===== config.mk =====
export PLATFORM = sky130hd
export DESIGN_NAME = cbr_packet_slot_generator_core
export DESIGN_NICKNAME = d
export VERILOG_FILES = /design/src/rtl/cbr_psg_pkg.sv /design/src/rtl/cbr_psg_div.sv /design/src/rtl/cbr_psg_ctrl.sv /design/src/rtl/cbr_packet_slot_generator_core.sv
export VERILOG_INCLUDE_DIRS = /design/src /design/src/rtl
export SDC_FILE = /design/constraint.sdc
export NUM_CORES = 1
export LEC_CHECK = 0
export BUFFER_PORTS_ARGS = -buffer_cell sky130_fd_sc_hd__buf_2
export CAP_MARGIN = 5
export CORE_UTILIZATION = 60
export CTS_CLUSTER_DIAMETER = 30
export DETAILED_ROUTE_END_ITERATION = 16
export GPL_TIMING_DRIVEN = 0
export PLACE_DENSITY = 0.83
export SLEW_MARGIN = 40
export SYNTH_ARGS = -nofsm -noshare
export SYNTH_HDL_FRONTEND = slang
export SYNTH_SLANG_ARGS = --single-unit

===== constraint.sdc =====
create_clock -name clk -period 9.6 [get_ports clk]
set_clock_uncertainty 0.2 [all_clocks]
set_input_delay 0.96 -clock clk [delete_from_list [all_inputs] [get_ports clk]]
set_output_delay 0.96 -clock clk [all_outputs]
set_load 0.05 [all_outputs]

===== src/rtl/cbr_packet_slot_generator_core_assert.svh =====
// assertion macros shared by the slot generator rtl
`ifndef CBR_PACKET_SLOT_GENERATOR_CORE_ASSERT_SVH
`define CBR_PACKET_SLOT_GENERATOR_CORE_ASSERT_SVH

// same-cycle implication, checked out of reset
`define CBR_ASSERT_NOW(label, clk_s, rst_s, ante, cons, msg) \
  label: assert property (@(posedge clk_s) disable iff (rst_s) (ante) |-> (cons)) \
    else $error(msg);

// next-cycle implication, checked out of reset
`define CBR_ASSERT_NEXT(label, clk_s, rst_s, ante, cons, msg) \
  label: assert property (@(posedge clk_s) disable iff (rst_s) (ante) |=> (cons)) \
    else $error(msg);

`endif


===== src/rtl/cbr_psg_pkg.sv =====
// package: constants and shared types of the slot generator
package cbr_psg_pkg;

  // datapath widths
  localparam int DIV_W  = 24;
  localparam int PPS_W  = 20;
  localparam int SLOT_W = 10;
  localparam int RATE_W = 24;

  // schedule constants
  localparam int PERIOD_MS = 1000;
  localparam logic [RATE_W-1:0] RATE_MAX_KBPS = RATE_W'(10000000);
  localparam logic [DIV_W-1:0] KBPS_PER_PPS = DIV_W'(12);
  localparam logic [DIV_W-1:0] PPS_ROUND = DIV_W'(6);

  // request to the shared divider
  typedef struct packed {
    logic             start;
    logic [DIV_W-1:0] dividend;
    logic [DIV_W-1:0] divisor;
  } div_req_t;

  // answer of the shared divider
  typedef struct packed {
    logic             done;
    logic [DIV_W-1:0] quotient;
    logic [DIV_W-1:0] remainder;
  } div_rsp_t;

  // one finished slot result
  typedef struct packed {
    logic              valid;
    logic [SLOT_W-1:0] packet_count;
    logic [SLOT_W-1:0] ms_stamp;
    logic              period_last;
  } slot_res_t;

endpackage


===== src/rtl/cbr_psg_div.sv =====
// module: shared radix-2 restoring divider, one quotient bit per cycle
module cbr_psg_div (
  input  logic                  clk,
  input  logic                  rst,
  input  cbr_psg_pkg::div_req_t req,
  output cbr_psg_pkg::div_rsp_t rsp
);

  localparam int W   = cbr_psg_pkg::DIV_W;
  localparam int CNT_W = $clog2(W + 1);

  logic             busy;
  logic             done;
  logic [CNT_W-1:0] cnt;
  logic [W-1:0]     quo;
  logic [W-1:0]     rem;
  logic [W-1:0]     dsr;

  logic [W:0]       trial;
  logic [W:0]       trial_sub;
  logic             fits;

  // one shift-subtract step
  assign trial     = {rem, quo[W-1]};
  assign trial_sub = trial - {1'b0, dsr};
  assign fits      = (trial >= {1'b0, dsr});

  always_ff @(posedge clk) begin
    if (rst) begin
      busy <= 1'b0;
      done <= 1'b0;
      cnt  <= '0;
    end else begin
      done <= 1'b0;
      if (req.start) begin
        quo  <= req.dividend;
        dsr  <= req.divisor;
        rem  <= '0;
        cnt  <= CNT_W'(W);
        busy <= 1'b1;
      end else if (busy) begin
        rem <= fits ? trial_sub[W-1:0] : trial[W-1:0];
        quo <= {quo[W-2:0], fits};
        cnt <= cnt - 1'b1;
        if (cnt == CNT_W'(1)) begin
          busy <= 1'b0;
          done <= 1'b1;
        end
      end
    end
  end

  assign rsp.done      = done;
  assign rsp.quotient  = quo;
  assign rsp.remainder = rem;

endmodule


===== src/rtl/cbr_psg_ctrl.sv =====
// module: sequencer for period set-up and per-slot packet counts
module cbr_psg_ctrl (
  input  logic                                  clk,
  input  logic                                  rst,
  input  logic                                  go,
  input  logic                                  restart,
  input  logic [cbr_psg_pkg::RATE_W-1:0]        rate,
  input  logic                                  out_free,
  output logic                                  idle,
  output cbr_psg_pkg::div_req_t                 div_req,
  input  cbr_psg_pkg::div_rsp_t                 div_rsp,
  output cbr_psg_pkg::slot_res_t                res
);

  localparam int DIV_W  = cbr_psg_pkg::DIV_W;
  localparam int PPS_W  = cbr_psg_pkg::PPS_W;
  localparam int SLOT_W = cbr_psg_pkg::SLOT_W;

  typedef enum logic [3:0] {
    S_IDLE, S_PPS, S_GCD, S_PACK, S_SLOTS, S_SHARE,
    S_POS, S_COUNT, S_SPARSE, S_EMIT
  } state_t;

  state_t            state;
  logic              setup_done;
  logic [PPS_W-1:0]  pps;
  logic [SLOT_W-1:0] gy;
  logic [PPS_W-1:0]  period_packets;
  logic [SLOT_W-1:0] period_slots;
  logic              dense;
  logic [SLOT_W-1:0] base_share;
  logic [SLOT_W-1:0] extra_share;
  logic [SLOT_W-1:0] slot_spacing;
  logic [SLOT_W-1:0] slot_position;
  logic [SLOT_W-1:0] pos_cur;
  logic [SLOT_W-1:0] count_r;
  logic [SLOT_W-1:0] stamp_r;
  logic              last_r;

  logic [cbr_psg_pkg::RATE_W-1:0] rate_clamped;
  logic [SLOT_W-1:0]              slots_q;
  logic [SLOT_W-1:0]              pos_inc;

  // clamp the rate and pick up quotient bits
  assign rate_clamped = (rate > cbr_psg_pkg::RATE_MAX_KBPS) ? cbr_psg_pkg::RATE_MAX_KBPS : rate;
  assign slots_q      = div_rsp.quotient[SLOT_W-1:0];
  assign pos_inc      = pos_cur + 1'b1;

  // sequencer with schedule state and registered divider requests
  always_ff @(posedge clk) begin
    if (rst) begin
      state          <= S_IDLE;
      setup_done     <= 1'b0;
      pps            <= '0;
      gy             <= SLOT_W'(cbr_psg_pkg::PERIOD_MS);
      period_packets <= '0;
      period_slots   <= SLOT_W'(1);
      dense          <= 1'b0;
      base_share     <= '0;
      extra_share    <= '0;
      slot_spacing   <= SLOT_W'(1);
      slot_position  <= '0;
      pos_cur        <= '0;
      div_req        <= '0;
    end else begin
      div_req.start <= 1'b0;
      unique case (state)
        S_IDLE: begin
          if (restart) begin
            setup_done    <= 1'b0;
            slot_position <= '0;
          end else if (go) begin
            if (!setup_done) begin
              div_req.start    <= 1'b1;
              div_req.dividend <= DIV_W'(rate_clamped) + cbr_psg_pkg::PPS_ROUND;
              div_req.divisor  <= cbr_psg_pkg::KBPS_PER_PPS;
              state            <= S_PPS;
            end else begin
              state <= S_POS;
            end
          end
        end
        // packets per second, then first euclid step against the period
        S_PPS: begin
          if (div_rsp.done) begin
            pps              <= div_rsp.quotient[PPS_W-1:0];
            gy               <= SLOT_W'(cbr_psg_pkg::PERIOD_MS);
            div_req.start    <= 1'b1;
            div_req.dividend <= div_rsp.quotient;
            div_req.divisor  <= DIV_W'(cbr_psg_pkg::PERIOD_MS);
            state            <= S_GCD;
          end
        end
        // euclid loop: divisor becomes dividend, remainder becomes divisor
        S_GCD: begin
          if (div_rsp.done) begin
            div_req.start <= 1'b1;
            if (div_rsp.remainder == '0) begin
              div_req.dividend <= DIV_W'(pps);
              div_req.divisor  <= DIV_W'(gy);
              state            <= S_PACK;
            end else begin
              div_req.dividend <= DIV_W'(gy);
              div_req.divisor  <= div_rsp.remainder;
              gy               <= div_rsp.remainder[SLOT_W-1:0];
            end
          end
        end
        // packets per period
        S_PACK: begin
          if (div_rsp.done) begin
            period_packets   <= div_rsp.quotient[PPS_W-1:0];
            div_req.start    <= 1'b1;
            div_req.dividend <= DIV_W'(cbr_psg_pkg::PERIOD_MS);
            div_req.divisor  <= DIV_W'(gy);
            state            <= S_SLOTS;
          end
        end
        // slots per period, then share or spacing
        S_SLOTS: begin
          if (div_rsp.done) begin
            period_slots <= slots_q;
            base_share   <= '0;
            extra_share  <= '0;
            slot_spacing <= SLOT_W'(1);
            if (period_packets >= PPS_W'(slots_q)) begin
              dense            <= 1'b1;
              div_req.start    <= 1'b1;
              div_req.dividend <= DIV_W'(period_packets);
              div_req.divisor  <= DIV_W'(slots_q);
              state            <= S_SHARE;
            end else if (period_packets != '0) begin
              dense            <= 1'b0;
              div_req.start    <= 1'b1;
              div_req.dividend <= DIV_W'(slots_q);
              div_req.divisor  <= DIV_W'(period_packets);
              state            <= S_SHARE;
            end else begin
              dense         <= 1'b0;
              setup_done    <= 1'b1;
              slot_position <= '0;
              state         <= S_POS;
            end
          end
        end
        S_SHARE: begin
          if (div_rsp.done) begin
            if (dense) begin
              base_share  <= div_rsp.quotient[SLOT_W-1:0];
              extra_share <= div_rsp.remainder[SLOT_W-1:0];
            end else begin
              slot_spacing <= div_rsp.quotient[SLOT_W-1:0];
            end
            setup_done    <= 1'b1;
            slot_position <= '0;
            state         <= S_POS;
          end
        end
        // current slot, wrapped into the period
        S_POS: begin
          pos_cur <= (slot_position >= period_slots) ? '0 : slot_position;
          state   <= S_COUNT;
        end
        // stamp, end flag and count for the dense and empty cases
        S_COUNT: begin
          stamp_r <= pos_inc;
          last_r  <= (pos_inc == period_slots);
          if (period_packets == '0) begin
            count_r <= '0;
            state   <= S_EMIT;
          end else if (dense) begin
            count_r <= base_share + SLOT_W'(pos_cur < extra_share);
            state   <= S_EMIT;
          end else begin
            div_req.start    <= 1'b1;
            div_req.dividend <= DIV_W'(period_slots - 1'b1 - pos_cur);
            div_req.divisor  <= DIV_W'(slot_spacing);
            state            <= S_SPARSE;
          end
        end
        // sparse slot: on the spacing grid and within the packet count
        S_SPARSE: begin
          if (div_rsp.done) begin
            count_r <= SLOT_W'((div_rsp.remainder == '0) &&
                               (div_rsp.quotient < DIV_W'(period_packets)));
            state   <= S_EMIT;
          end
        end
        S_EMIT: begin
          if (out_free) begin
            slot_position <= last_r ? '0 : pos_inc;
            state         <= S_IDLE;
          end
        end
        default: state <= S_IDLE;
      endcase
    end
  end

  assign idle             = (state == S_IDLE);
  assign res.valid        = (state == S_EMIT) && out_free;
  assign res.packet_count = count_r;
  assign res.ms_stamp     = stamp_r;
  assign res.period_last  = last_r;

endmodule


===== src/rtl/cbr_packet_slot_generator_core.sv =====
// Constant-bit-rate slot generator: each tick item yields the packet count, 1-based millisecond
// stamp and end-of-period flag for the current slot. One item at a time: a steady tick needs no
// division in the dense and empty cases and one division by the spacing in the sparse case. The
// first tick after reset or a rate write also runs the period set-up: 4 to about 20 divisions
// (rate to packets/s, Euclid's steps against 1000 ms, the reductions and the share). All division
// runs on one shared 24-bit divider that retires one quotient bit per cycle. Write rate_kbps only
// while idle.
`include "cbr_packet_slot_generator_core_assert.svh"

module cbr_packet_slot_generator_core (
  input  logic                               clk,
  input  logic                               rst,
  input  logic                               in_valid,
  output logic                               in_stall,
  input  logic                               tick,
  output logic                               out_valid,
  input  logic                               out_stall,
  output logic [cbr_psg_pkg::SLOT_W-1:0]     packet_count,
  output logic [cbr_psg_pkg::SLOT_W-1:0]     ms_stamp,
  output logic                               period_last,
  input  logic                               rate_kbps_we,
  input  logic [cbr_psg_pkg::RATE_W-1:0]     rate_kbps
);

  logic [cbr_psg_pkg::RATE_W-1:0] rate_reg;
  logic                           in_take;
  logic                           ctrl_idle;
  logic                           out_free;
  logic                           stamp_ok;
  cbr_psg_pkg::div_req_t          div_req;
  cbr_psg_pkg::div_rsp_t          div_rsp;
  cbr_psg_pkg::slot_res_t         res;

  // input handshake: busy in reset and while an item is at work
  assign in_stall = rst || !ctrl_idle;
  assign in_take  = in_valid && !in_stall;
  assign out_free = !out_valid || !out_stall;

  // rate register
  always_ff @(posedge clk) begin
    if (rst) begin
      rate_reg <= '0;
    end else if (rate_kbps_we) begin
      rate_reg <= rate_kbps;
    end
  end

  // output register, loaded whenever the sequencer hands over an item
  always_ff @(posedge clk) begin
    if (rst) begin
      out_valid <= 1'b0;
    end else if (res.valid) begin
      out_valid    <= 1'b1;
      packet_count <= res.packet_count;
      ms_stamp     <= res.ms_stamp;
      period_last  <= res.period_last;
    end else if (!out_stall) begin
      out_valid <= 1'b0;
    end
  end

  cbr_psg_ctrl u_ctrl (
    .clk      (clk),
    .rst      (rst),
    .go       (in_take && tick),
    .restart  (rate_kbps_we),
    .rate     (rate_reg),
    .out_free (out_free),
    .idle     (ctrl_idle),
    .div_req  (div_req),
    .div_rsp  (div_rsp),
    .res      (res)
  );

  cbr_psg_div u_div (
    .clk (clk),
    .rst (rst),
    .req (div_req),
    .rsp (div_rsp)
  );

  // stamp stays within one period
  assign stamp_ok = (ms_stamp != '0) && (ms_stamp <= 10'd1000);

  // checks
  `CBR_ASSERT_NEXT(a_busy_after_tick, clk, rst, in_take && tick, in_stall, "tick item not in work")
  `CBR_ASSERT_NOW(a_no_overwrite, clk, rst, res.valid, out_free, "output register overwritten")
  `CBR_ASSERT_NOW(a_stamp_range, clk, rst, out_valid, stamp_ok, "stamp out of range")
  `CBR_ASSERT_NOW(a_div_idle_start, clk, rst, div_req.start, !div_rsp.done, "divider restarted on done")

endmodule

* After elaboration in Yosys (flattened, before gate mapping)
Cells that the tools add are included.
Operators by class: shift operators 0, div/mod/pow operators 0, add/subtract/negate cells 7, reductions and logical operators 38, bitwise logic cells 2, multipliers 0, eq/ne operators 33, $lt $le $gt $ge 6, muxes and demuxes 76
Operators by type and width (count):
- 49-bit two-way mux | 11
- 49-bit one-hot mux with 6 select lines | 1
- 10-bit two-way mux | 21
- 24-bit two-way mux | 5
- 10-bit one-hot mux with 2 select lines | 5
- 4-bit two-way mux | 12
- 44-bit two-way mux | 1
- 10-bit one-hot mux with 4 select lines | 1
- 4-bit one-hot mux with 10 select lines | 1
- 25-bit by 24-bit >= comparator with 1-bit output | 1
- 24-bit by 3-bit adder with 24-bit output (second input constant) | 1
- 24-bit > comparator (second input constant) | 1
- 24-bit zero test | 1
- 24-bit by 20-bit less-than comparator with 1-bit output | 1
- 24-bit by 10-bit subtractor with 24-bit output | 1
- 24-bit subtractor | 1
- 2-bit by 1-bit != test with 1-bit output (second input constant) | 11
- 20-bit by 10-bit >= comparator with 1-bit output | 1
- 20-bit zero test | 1
- 20-bit nonzero test | 1
- 2-bit != test (second input constant) | 9
- 4-bit by 3-bit equality test with 1-bit output (second input constant) | 4
- 4-bit AND reduction | 4
- 2-bit AND reduction | 7
- 32 further kinds | 59
Word-level totals: bits in writable memories 0, ROM bits 0, register bits 311, word-level logic and storage cells 192, output and inout port bits 23, bits in latches 0, input bits 30, memories 0

* Logic depth before layout (Yosys ltp)
depth after elaboration 9, mapped depth 17, mapped depth without buffers 17

* Hierarchy
From an unflattened synthesis, not the netlist that was laid out.
Second synthesis, totals: cell total of the unflattened synthesis 1877, area, all modules 16822.4 µm²
By module, submodules not included:
- cbr_psg_ctrl | sequential area each 3933.8 µm², times used 1, cells each 1349, area each 10649.0 µm²
- cbr_psg_div | sequential area each 2302.2 µm², times used 1, cells each 421, area each 4613.2 µm²
- cbr_packet_slot_generator_core | sequential area each 1131.1 µm², times used 1, cells each 107, area each 1560.2 µm²

* Worst setup path before layout
OpenSTA, ideal clock, no wires.
path type input port to flip-flop, start in rst, end reg u_div.quo[0], enable pin, data required time 8946 ps, arrival time 3565 ps, stages 4, setup slack 5382 ps, library setup time 454 ps, buffers on the path 3, path through clkbuf_1 > clkbuf_1 > clkbuf_1 > nor2_1
On the way: cells in the longest elaborated chain, start to end 2
Ends and longest elaborated chain:
- start, declared | RTL line cbr_packet_slot_generator_core.sv:12 | input logic rst,
- 1-bit NOT (no source line)
- 2-bit AND reduction (no source line)
- end signal, assigned | RTL line cbr_psg_div.sv:36 | quo <= req.dividend;
- end signal, assigned | RTL line cbr_psg_div.sv:43 | quo <= {quo[W-2:0], fits};
- end, declared | RTL line cbr_psg_div.sv:15 | logic [W-1:0] quo;
Every way passes these cells. A chain may end at the register's enable or synchronous reset.

* Worst setup path in the final report
start reg u_div.quo[0], end reg u_ctrl.div_req[4] (netlist name)
On the way: cells in the longest elaborated chain, start to end 4, elaborated cells on any way between the ends 6, those cells by class 1 x order compare; 1 x eq/ne; 3 x mux; 1 x reduce/logical
Ends and longest elaborated chain:
- 20-bit by 10-bit >= comparator with 1-bit output (*) | RTL line cbr_psg_ctrl.sv:126 | if (period_packets >= PPS_W'(slots_q)) begin
- 49-bit two-way mux | RTL line cbr_psg_ctrl.sv:126
- 49-bit two-way mux | RTL line cbr_psg_ctrl.sv:121 | if (div_rsp.done) begin
- 49-bit one-hot mux with 6 select lines | RTL line cbr_psg_ctrl.sv:67 | unique case (state)
Every way passes the cells marked *; elsewhere a longest branch is shown, timed or not. The select of a mux whose other input is x is not followed.

==> summary.md <==
| Metric | Value |
|---|---|
| Status | finished with violations |
| Violated checks | DRC |
| Total Power | between 3 and 4 mW |
| Synth Flop Type | dfxtp_1 |
| Skew-Pair Late Insertion Delay | 0.58 ns |
| Final Setup Violations | 0 |
| DRC | 1 |
| Switching share of total power | a little over a quarter |
| Sequential Area | about 7400 um^2 |
| Hold Path Stages | 0 |
| Worst endpoint required time | 9.88 ns |
| Clock Tree Buf Depth | 3 |
| Largest Register | u_ctrl.div_req |
| Slew HR | between 40 and 50% |
| Hold Crit Endpoint | ms_stamp[9]$_DFFE_PP_ |
| Hold crit path type | reg -> reg |
| Wirelength per Cell | between 20 and 25 um |
| Sequential area share after synthesis | 45.61% |
| # clock sinks | 311 |
| First-pass GRT wire length | a little over 80000 um |
| Worst Path Max Fanout | 10 |
| Distinct cells, synth | 78 |
| Critical-path top delay cell | clkbuf_1 |
| Initial antenna violation count | 1 |
| Syn Inst Count | approximately 1800 |
| Largest cells by area after synthesis | dfxtp_1, edfxtp_1, ha_1 |
| Flop-to-flop setup slack | about 4.9 ns |
| Synth top area share | 24.42% |
| Post-detailed-routing wire length | between 50000 and 60000 um |
| Worst path cell trace | inv_1 -> ha_1 -> nand2b_1 -> a21o_1 -> a21oi_1 -> o211ai_1 -> a31oi_2 -> nand3_1 -> nand2_1 -> clkbuf_1 -> a21boi_0 -> o21ai_0 |
| Clock share of power | a little over half |
| Slew Limit Fails | 0 |
| Synth top cells by count | nand2_1, dfxtp_1, a21oi_1, nor2_1, inv_1 |
| H-tree depth | 2 |
| Post-route ant nets | 0 |
| FP Rows | 59 |
| Max VDD drop | around 0.00024 V |
| Synth Register Bits | roughly 310 |
| Max FFs per register | between 40 and 50 |
| FF-to-FF Start | u_div.quo[0]$_DFFE_PP_ |
| Pint | 2.800 mW |
| Fin crit share | around 49% |
| Logic pwr share | approximately 10% |
| Detail Placement HPWL | 38640 um |
| Tmin final | 4.682 ns |
| Worst hold start | u_ctrl.stamp_r[9]$_DFFE_PP_ |
| Startpoint types | flip-flop |
| GRT Residual Overflow | 0 |
| Final nets | roughly 2000 |
| Layout fillers | 1900 |
| Hold Buf Count CTS | 0 |
| RSZ-0062 raised after global routing | no |
| DRT iter0 DRCs | 1809 |
| Reg clk slew, reported paths | roughly 0.050 ns |
| NetSw | 1.042 mW |
| Worst-Margin Slew | 0.8507 ns |
| R2r worst-path depth | 12 |
| Area of the core | about 26000 um^2 |
| Die W | ~170 um |
| Share of layout cells above drive strength 1 | about 10% |
| Yosys top cell by area | dfxtp_1 |
| CTS root buf | clkbuf_16 |
| Critical path type | reg -> reg |
| Leakage | a little over 7 nW |
| DR pass1 iterations | 12 |
| Worst path max stage delay | about 0.7 ns |
| FFs w/ async S/R, synth | 0% |
| Max Cap Viol | 0 |
| WP data arrival | 4.97 ns |
| Cell with the most instances after synthesis | nand2_1 |
| Sequential share of power | between 30% and 40% |
| Cell Area, Synth | around 16000 um^2 |
| Postcts setup bufs | 0 |
| Die area | about 28000 um^2 |
| DR vias | around 15000 |
| CTS tree | yes |
| Vias in the first global route | approximately 14000 |
| Port bufs | 50 |
| Final GP Congestion | 1.009 |
| Pwr Density | about 200 nW/um^2 |
| PostCTS Resize Cnt | 0 |
| Crit end category | flip-flop |
| Synth Warn # | 0 |
| Placement Cell Area | around 17000 um^2 |
| Fmax achieved | ~210 MHz |
| TNS Setup | 0 ns |
| Fin. Hold Viols | 0 |
| Avg Cell Area, Syn | between 8 and 9 um^2 |
| GRT Total Usage | about two fifths |
| Multi-input logic area | slightly above 8000 um^2 |
| CTS buffer count | 58 |
| Post-synth EDFFs | about 110 |
| Syn nets | around 1900 |
| Vias/cell | ~6.5 |
| RR Endpoint | u_ctrl.div_req[4]$_SDFFE_PP0P_ |
| Chip height | around 170 um |
| Largest net degree at the start of global routing | 20 |
| Synthesis-to-layout area growth | 17.36% |
| IO Count | 53 |
| Initial Util | approximately three fifths |
| Design area | approximately 19000 um^2 |
## power by group through the flow
stage / Combinational, mW / Sequential (mW) / Clock, mW
floorplan: 0.241 / 1.45 / 0
global placement: 0.345 / 1.46 / 0
detailed placement: 0.358 / 1.46 / 0
CTS: 0.361 / 1.43 / 2.04
global route: 0.400 / 1.43 / 2.11
finish: 0.376 / 1.43 / 2.04
## cell families after synthesis
group | share of synthesized area, %
xor gates and xnor gates | 4.012
adders and majority gates | 7.142
and+or+nand+nor | 16.95
muxes | 3.408
buffers and inverters | 4.934
DFF | 45.61
AOI/OAI and AO/OA | 17.95
## final cells by class
class / count / share of cell area (%)
diodes: 1 / 0.01320
clock buffers: 67 / 7.999
repair buffers: 56 / 1.888
inverters: 117 / 2.317
plain buffers: 94 / 1.901
well taps: 335 / 2.211
flip-flops and latches: 311 / 38.86
multi-input cells: 1275 / 42.42
clock inverters: 43 / 2.389
## critical path, delay by kind of cell (launching register included)
kind,cells,cell delay (ns)
compound gates,6,1.50
simple gates,3,0.94
buf+inv,2,0.93
flops,1,0.64
fa+ha+maj,1,0.35
## routing by layer
metal	part of all wire [%]	track usage (%)	vias up
li1	-	-	6695
met1	39	50.61	7120
met2	43	57.46	998
met3	12	8.341	206
met4	6.1	22.23	0
met5	0	0	-
## metrics by stage
| stage | utilization (%) | setup WS [ns] | hold WS, ns | instances |
|---|---|---|---|---|
| final | 72.34 | 4.918 | 0.2079 | 2299 |
| after global routing | 72.34 | 4.850 | 0.2175 | 2299 |
| after CTS | 72.29 | 5.160 | 0.2124 | 2298 |
| after detailed placement | 64.78 | 5.201 | 0.2045 | 2188 |
| after global placement | 64.19 | 3.677 | 0.2010 | 2182 |
| after floorplan | - | 5.382 | 0.2003 | 1797 |
## worst max-delay path by stage
| stage | from | end | slack [ns] | cells past startpoint |
|---|---|---|---|---|
| 5_1_grt | u_div.quo[0]$_DFFE_PP_ | u_ctrl.div_req[4]$_SDFFE_PP0P_ | 4.85 | 12 |
| 2_1_floorplan | rst | u_div.quo[0]$_DFFE_PP_ | 5.38 | 4 |
| 3_5_place_dp | u_div.quo[0]$_DFFE_PP_ | u_ctrl.div_req[4]$_SDFFE_PP0P_ | 5.20 | 12 |
| 6_report | u_div.quo[0]$_DFFE_PP_ | u_ctrl.div_req[4]$_SDFFE_PP0P_ | 4.92 | 12 |
| 3_3_place_gp | rst | u_div.quo[8]$_DFFE_PP_ | 3.68 | 4 |
| 4_1_cts | u_div.quo[0]$_DFFE_PP_ | u_ctrl.div_req[4]$_SDFFE_PP0P_ | 5.16 | 12 |
## placed cells by master, fill, tap and decap left out, types with 18 or more instances in the layout
cell,netlist,final
nand2_1,253,253
dfxtp_1,197,197
a21oi_1,155,155
nor2_1,147,143
inv_1,115,115
edfxtp_1,114,114
ha_1,89,89
clkbuf_1,82,87
nand3_1,72,72
o21ai_0,60,60
clkbuf_16,0,59
buf_2,1,53
xnor2_1,49,49
nor3_1,45,43
a22oi_1,37,37
mux2i_1,37,37
xor2_1,25,25
a31oi_1,21,19
a211oi_1,19,18
Note: power is estimated with default switching activity, not from simulation.
